--- config.mk ---
export PLATFORM = sky130hd
export DESIGN_NAME = mfcv_div
export DESIGN_NICKNAME = d
export VERILOG_FILES = /design/src/rtl/core/mfcv_div.sv
export SDC_FILE = /design/constraint.sdc
export NUM_CORES = 1
export LEC_CHECK = 0
export BUFFER_PORTS_ARGS = -buffer_cell sky130_fd_sc_hd__buf_4
export CAP_MARGIN = 20
export CORE_MARGIN = 8
export CORE_UTILIZATION = 42
export DETAILED_ROUTE_END_ITERATION = 10
export HOLD_SLACK_MARGIN = 0.06
export PLACE_DENSITY_LB_ADDON = 0.3
export SLEW_MARGIN = 25
export SYNTH_ARGS = -nofsm -noshare
export SYNTH_HDL_FRONTEND = slang
export SYNTH_SLANG_ARGS = --single-unit
--- constraint.sdc ---
create_clock -name clk_i -period 2.2 [get_ports clk_i]
set_input_delay 0.33 -clock clk_i [delete_from_list [all_inputs] [get_ports clk_i]]
set_output_delay 0.33 -clock clk_i [all_outputs]
set_load 0.05 [all_outputs]
--- src/rtl/core/mfcv_div.sv ---
// Restoring divider, one quotient bit per cycle.
// Standalone; used by multi_frame_class_vote for the average confidence.
module mfcv_div #(
  parameter int unsigned DW = 24,
  parameter int unsigned VW = 8
) (
  input  logic          clk_i,
  input  logic          rst_ni,
  input  logic          start_i,
  input  logic [DW-1:0] dividend_i,
  input  logic [VW-1:0] divisor_i,
  output logic          done_o,
  output logic [DW-1:0] quot_o
);

  localparam int unsigned CNT_W = $clog2(DW + 1);

  logic [VW-1:0]    rem_q, rem_d;
  logic [DW-1:0]    quo_q, quo_d;
  logic [VW-1:0]    div_q;
  logic [CNT_W-1:0] cnt_q, cnt_d;
  logic             done_q, done_d;
  logic [VW:0]      shifted;
  logic             fits;

  always_comb begin
    shifted = {rem_q, quo_q[DW-1]};
    fits = shifted >= {1'b0, div_q};
    rem_d = rem_q;
    quo_d = quo_q;
    cnt_d = cnt_q;
    done_d = 1'b0;
    if (start_i) begin
      rem_d = '0;
      quo_d = dividend_i;
      cnt_d = CNT_W'(DW);
    end else if (cnt_q != '0) begin
      rem_d = fits ? VW'(shifted - {1'b0, div_q}) : VW'(shifted);
      quo_d = {quo_q[DW-2:0], fits};
      cnt_d = cnt_q - 1'b1;
      done_d = (cnt_q == CNT_W'(1));
    end
  end

  always_ff @(posedge clk_i or negedge rst_ni) begin
    if (!rst_ni) begin
      cnt_q <= '0;
      done_q <= 1'b0;
    end else begin
      cnt_q <= cnt_d;
      done_q <= done_d;
    end
  end

  always_ff @(posedge clk_i) begin
    rem_q <= rem_d;
    quo_q <= quo_d;
    if (start_i) begin
      div_q <= divisor_i;
    end
  end

  assign done_o = done_q;
  assign quot_o = quo_q;

endmodule

==> results of run 1 <==
[per-layer routing]
metal | global-route usage | up-vias
met5 | 0 | -
met2 | 0.204 | 45
met3 | 0.0505 | 10
met4 | 0.0456 | 0
met1 | 0.151 | 844
li1 | - | 854
[state kept, by name (all words and copies together) (netlist names)]
| signal | count |
|---|---|
| div_q | 8 |
| done_o | 1 |
| cnt_q | 5 |
| quot_o | 24 |
| rem_q | 8 |
[synthesized netlist by cell type (all sizes together) (3+ instances only)]
cell type / number
a211oi: 9
a21oi: 4
a31oi: 3
buf: 5
clkbuf: 5
dfrtp: 6
dfxtp: 8
edfxtp: 32
ha: 11
inv: 13
mux2: 23
mux2i: 3
nand2: 8
nand2b: 6
nand3: 3
nor2: 17
nor3: 6
nor3b: 3
xnor2: 3
[power groups by stage]
stage / registers, mW / logic [mW] / clock network, mW
floorplan: 1.41 / 0.732 / 0
global placement: 1.21 / 1.22 / 0
detailed placement: 1.21 / 1.24 / 0
CTS: 1.19 / 1.24 / 0.672
global route: 1.21 / 1.35 / 0.703
finish: 1.19 / 1.25 / 0.648
[worst max-delay path: stages, from the launching register on]
cell,delay (ns)
edfxtp_1,0.38
inv_1,0.06
ha_1,0.21
fa_1,0.39
nand2b_1,0.19
a21boi_0,0.30
mux2i_1,0.12
a22o_1,0.20
a211oi_2,0.16
[path summary, 6_finish.rpt]
check | start | end | depth (start not counted)
hold reg to reg | rem_q[0] | rem_q[0] | 2
max in group asynchronous | rst_ni | cnt_q[1] | 2
setup / recovery | quot_o[23] | rem_q[6] | 8
hold / removal | divisor_i[1] | div_q[1] | 1
min in group asynchronous | rst_ni | cnt_q[4] | 2
setup reg to reg | quot_o[23] | rem_q[6] | 8
[logic make-up (layout without fill, tap and decap cells)]
family	after synthesis	after routing	share of synthesized area
xor gates and xnor gates	5	5	0.0180
muxes	26	26	0.119
DFF	46	46	0.523
adders and majority gates	12	12	0.0648
buffers and inverters	23	88	0.0442
AOI/OAI and AO/OA	33	33	0.116
and+or+nand+nor	53	53	0.115
[per-stage QoR]
step | setup slack (ns) | setup TNS [ns] | utilization | instances
finish | 0.118 | 0 | 0.557 | 335
global route | 0.00192 | 0 | 0.557 | 335
CTS | 0.132 | 0 | 0.556 | 334
detailed placement | 0.176 | 0 | 0.533 | 325
global placement | 0.243 | 0 | 0.533 | 325
floorplan | -0.0167 | -0.0334 | - | 198
[cell type report]
class	instances	area (um^2)
Clock buffer	7	86.3
Multi-Input combinational cell	129	1050
Inverter	13	48.8
Clock inverter	1	30.0
Fill cell	499	2450
Sequential cell	46	1270
Tap cell	72	90.1
Timing Repair Buffer	67	505
[repair_timing]
action / 4_1_cts / 5_1_grt
endpoints found under the hold margin: 6 / 0
setup endpoints to repair: 0 / 1
setup buffers: 0 / 1
hold buffers: 1 / 0
==> results.toml, run 1 <==
[finish]
final_common_cell = "buf_4"
layout.nets = 309
drive_gt1_frac = 0.407
final_cell_mix = "buf_4, edfxtp_1, mux2_2"
final_cell_area_mm2 = 0.00309
area_growth_pct = 26.9
num_antenna_cells = 0

[routing]
vias_per_cell = 5.23
routed_wl_mm = 5.41
vias = 1753
met2_length_mm = 2.54
drc_errors = 0
ant_nets = 0
top_layer = "met4"
avgRoutedWirePerCell_um = 16.1
drt_pass1_iterations = 4
drt_iter0_markers = 77
wl_met1_mm = 2.42
dr_wl_met3_um = 344

[global_route]
grt_pass1_wl_mm = 8.72
grt-ovfl-total = 0
grt_pass1_vias = 1838
grt_max_degree = 37
grt.total_usage = 0.127
antenna_found_initial = 0

[synthesis]
syn_area_per_cell_um2 = 12.3
synth_seq_area_share = 0.523
yosysUniqueCellTypes = 50
yosys_warnings = 0
yosysTopAreaCell = "edfxtp_1"
async_flop_share = 0.130
syn-num-nets = 245
syn_inst = 198
synth_area_mm2 = 0.00243
synth_top_area_share = 0.395
synth-edff-count = 32
synth-seq-cells = 46
synthFlopType = "edfxtp_1"
yosys-top-cells-area = "edfxtp_1, mux2_2, dfxtp_1, dfrtp_1, ha_1"

[die]
rows = 27
die_w_um = 92.1
initial_core_util = 0.439
ioPinCount = 60
dieArea_mm2 = 0.00848
dieHeight_um = 92.1
core_mm2 = 0.00554

[clock_network]
cts_tree = "yes"
cts_root_buf = "clkbuf_8"
cts.reportedPaths.clkPinSlew_ns = 0.08
htree_levels = 2
cts_buffers = 5
clk_path_buf_depth = 2
clock_latency_ns = 0.29
clock_sinks = 46
cts_resized = 0

[timing]
period_share = 0.946
rsz0062_at_grt = "false"
timing.hold.ws_ns = 0.212
slew_headroom = 0.691
worst-slew-pin-transition_ns = 0.460
fmax_mhz = 480
hold_viol = 0
period_minus_slack_ns = 2.08
setup_violations = 0
slew_viol_final = 0
clock_skew_ns = 0.00650

[worst_setup_path]
arrival_ns = 2.30
worstSetupStartpointType = "flip-flop"
cp_max_fo = 3
cp-end-kind = "flip-flop"
r2r_slack_ns = 0.12
critical_path_required_ns = 2.42
path_class = "flip-flop to flip-flop"

[power]
max-vdd-ir-drop_uv = 573
p_switching_mw = 1.10
p_seq_frac = 0.386
p_leak_nw = 1.33
total_power_mw = 3.09
p_per_area_mw_per_mm2 = 1000
p_sw_frac = 0.357
combPwrFrac = 0.404
p_int_mw = 1.98
clkPwrFrac = 0.210

[placed_design]
gp_congestion = 0.853
portBuffers = 59
placed_cell_area_mm2 = 0.00295
dp_hpwl_mm = 3.95

[run_status]
status = "finished clean"

[worst_hold_path]
hp-class = "primary input to flip-flop"

[job]
maxCapViolations = 0
(Power assumes the default switching activity.)
==> run 2, diff against run 1 <==
==> constraint.sdc (replaced) <==
create_clock -name clk_i -period 2.3 [get_ports clk_i]
set_input_delay 0.345 -clock clk_i [delete_from_list [all_inputs] [get_ports clk_i]]
set_output_delay 0.345 -clock clk_i [all_outputs]
set_load 0.05 [all_outputs]
==> run 2 against run 1 <==
Clock power fell by 28%; routed wire length is 2.3% lower; total power fell by 9.8%; cell area is 1.8% lower; core utilization decreased by 0.99 points; highest routed layer unchanged; register-to-register slack about the same; die area is the same; largest cell class unchanged; critical path depth is the same; worst hold slack improved by 0.013 ns; sequential cell count unchanged.
==> results.toml, run 2 (synthesis gave the netlist of run 1 again) <==
[worst_hold_path]
hold_path.startpoint = "divisor_i[0]"
hp-class = "primary input to flip-flop"

[worst_setup_path]
cp-endpoint = "rem_q[6]"
path_class = "flip-flop to flip-flop"
worstSetupStartpointType = "flip-flop"
arrival_ns = 2.38
startpoint = "quot_o[23]"
cp_max_fo = 3
worst-r2r-cell-count = 8
rr_startpoint = "quot_o[23]"
cp-end-kind = "flip-flop"
r2r_slack_ns = 0.13
critical_path_required_ns = 2.51
r2r_end = "rem_q[6]"

[timing]
period_minus_slack_ns = 2.17
slew_viol_final = 0
clock_skew_ns = 0.00501
timing.hold.ws_ns = 0.225
setup_violations = 0
period_share = 0.945
worst-slew-pin-transition_ns = 0.608
hold_viol = 0
setup_ws_ns = 0.127
slew_headroom = 0.595
fmax_mhz = 460
rsz0062_at_grt = "false"
tns_ns = 0

[finish]
layout.nets = 305
final_cell_mix = "buf_4, edfxtp_1, mux2_2"
area_growth_pct = 24.6
drive_gt1_frac = 0.390
largest_reg_flops = 24
instances_no_fill = 331
final_common_cell = "buf_4"
num_antenna_cells = 0

[power]
max-vdd-ir-drop_uv = 654
p_leak_nw = 1.30
p_per_area_mw_per_mm2 = 919

[routing]
vias_per_cell = 5.21
ant_nets = 0
drc_errors = 0
routed_wl_mm = 5.28
vias = 1726
drt_pass1_iterations = 4
drt_iter0_markers = 75
avgRoutedWirePerCell_um = 16.0

[die]
core_mm2 = 0.00554
ioPinCount = 60
rows = 27
dieArea_mm2 = 0.00848
dieHeight_um = 92.1
die_w_um = 92.1
initial_core_util = 0.439

[clock_network]
cts_buffers = 5
cts.reportedPaths.clkPinSlew_ns = 0.08
post_cts_buffers = 0
clock_sinks = 46
cts_tree = "yes"
clock_latency_ns = 0.29
cts_root_buf = "clkbuf_8"
clk_path_buf_depth = 2
htree_levels = 2

[global_route]
grt_max_degree = 39
grt.total_usage = 0.122
grt_pass1_vias = 1769
antenna_found_initial = 0
grt-ovfl-total = 0
grt_pass1_wl_mm = 8.43

[placed_design]
gp_congestion = 0.793
dp_cells = 322
place_ws_ns = 0.140
portBuffers = 59
dp_hpwl_mm = 3.90

[job]
maxCapViolations = 0

[run_status]
status = "finished clean"
-- run 2: cell types whose count changed in the layout (fill, tap and decap cells not counted) --
cell / previous run / this run
buf_4: 66 / 62
bufinv_16: 1 / 0
clkbuf_1: 1 / 2
clkbuf_8: 6 / 5
clkinv_1: 0 / 1
o221ai_2: 1 / 0
o221ai_4: 0 / 1
-- run 2: metrics by stage --
| step | total power [mW] | utilization | instance area [um^2] |
|---|---|---|---|
| detailed placement | 2.32 | 0.529 | 2930 |
| finish | 2.78 | 0.547 | 3030 |
| global placement | 2.30 | 0.529 | 2930 |
| global route | 2.95 | 0.547 | 3030 |
| CTS | 2.80 | 0.545 | 3020 |
| floorplan | 2.05 | - | 2430 |
-- run 2: timing repair --
item	4_1_cts	5_1_grt
hold endpoints to repair	6	0
hold buffers	1	0
resized for setup	0	1
endpoints found under the setup margin	0	1
-- run 2: metal layers --
layer  vias to the layer above  GRT usage  part of all wire
li1                        837          -                 -
met1                       846      0.146              0.44
met2                        39      0.198              0.49
met3                         4     0.0505             0.067
met4                         0     0.0322            0.0076
met5                         -          0                 0
-- run 2: worst max-delay path, cell delays in order (launching register included) --
cell	delay (ns)
edfxtp_1	0.39
inv_1	0.07
ha_1	0.22
fa_1	0.39
nand2b_1	0.20
a21boi_0	0.33
mux2i_1	0.13
a22o_1	0.20
a211oi_2	0.17
-- run 2: layout make-up --
| class | instances | area [um^2] |
|---|---|---|
| Clock buffer | 7 | 76.3 |
| Clock inverter | 1 | 3.75 |
| Fill cell | 526 | 2510 |
| Inverter | 13 | 48.8 |
| Multi-Input combinational cell | 129 | 1060 |
| Sequential cell | 46 | 1270 |
| Tap cell | 72 | 90.1 |
| Timing Repair Buffer | 63 | 475 |
-- run 2: worst min-delay path by stage --
stage	depth (start not counted)	to	slack [ns]
3_3_place_gp	1	done_o	0.16
3_5_place_dp	1	done_o	0.16
5_1_grt	1	div_q[2]	0.21
4_1_cts	1	div_q[1]	0.21
2_1_floorplan	0	cnt_q[0]	0.05
6_report	1	div_q[0]	0.22
-- run 2: power by group --
part	leakage [nW]	total (mW)	switching, mW	internal, mW
sequential	0.471	1.14	0.0989	1.04
clock	0.0399	0.466	0.254	0.212
combinational	0.788	1.18	0.681	0.498
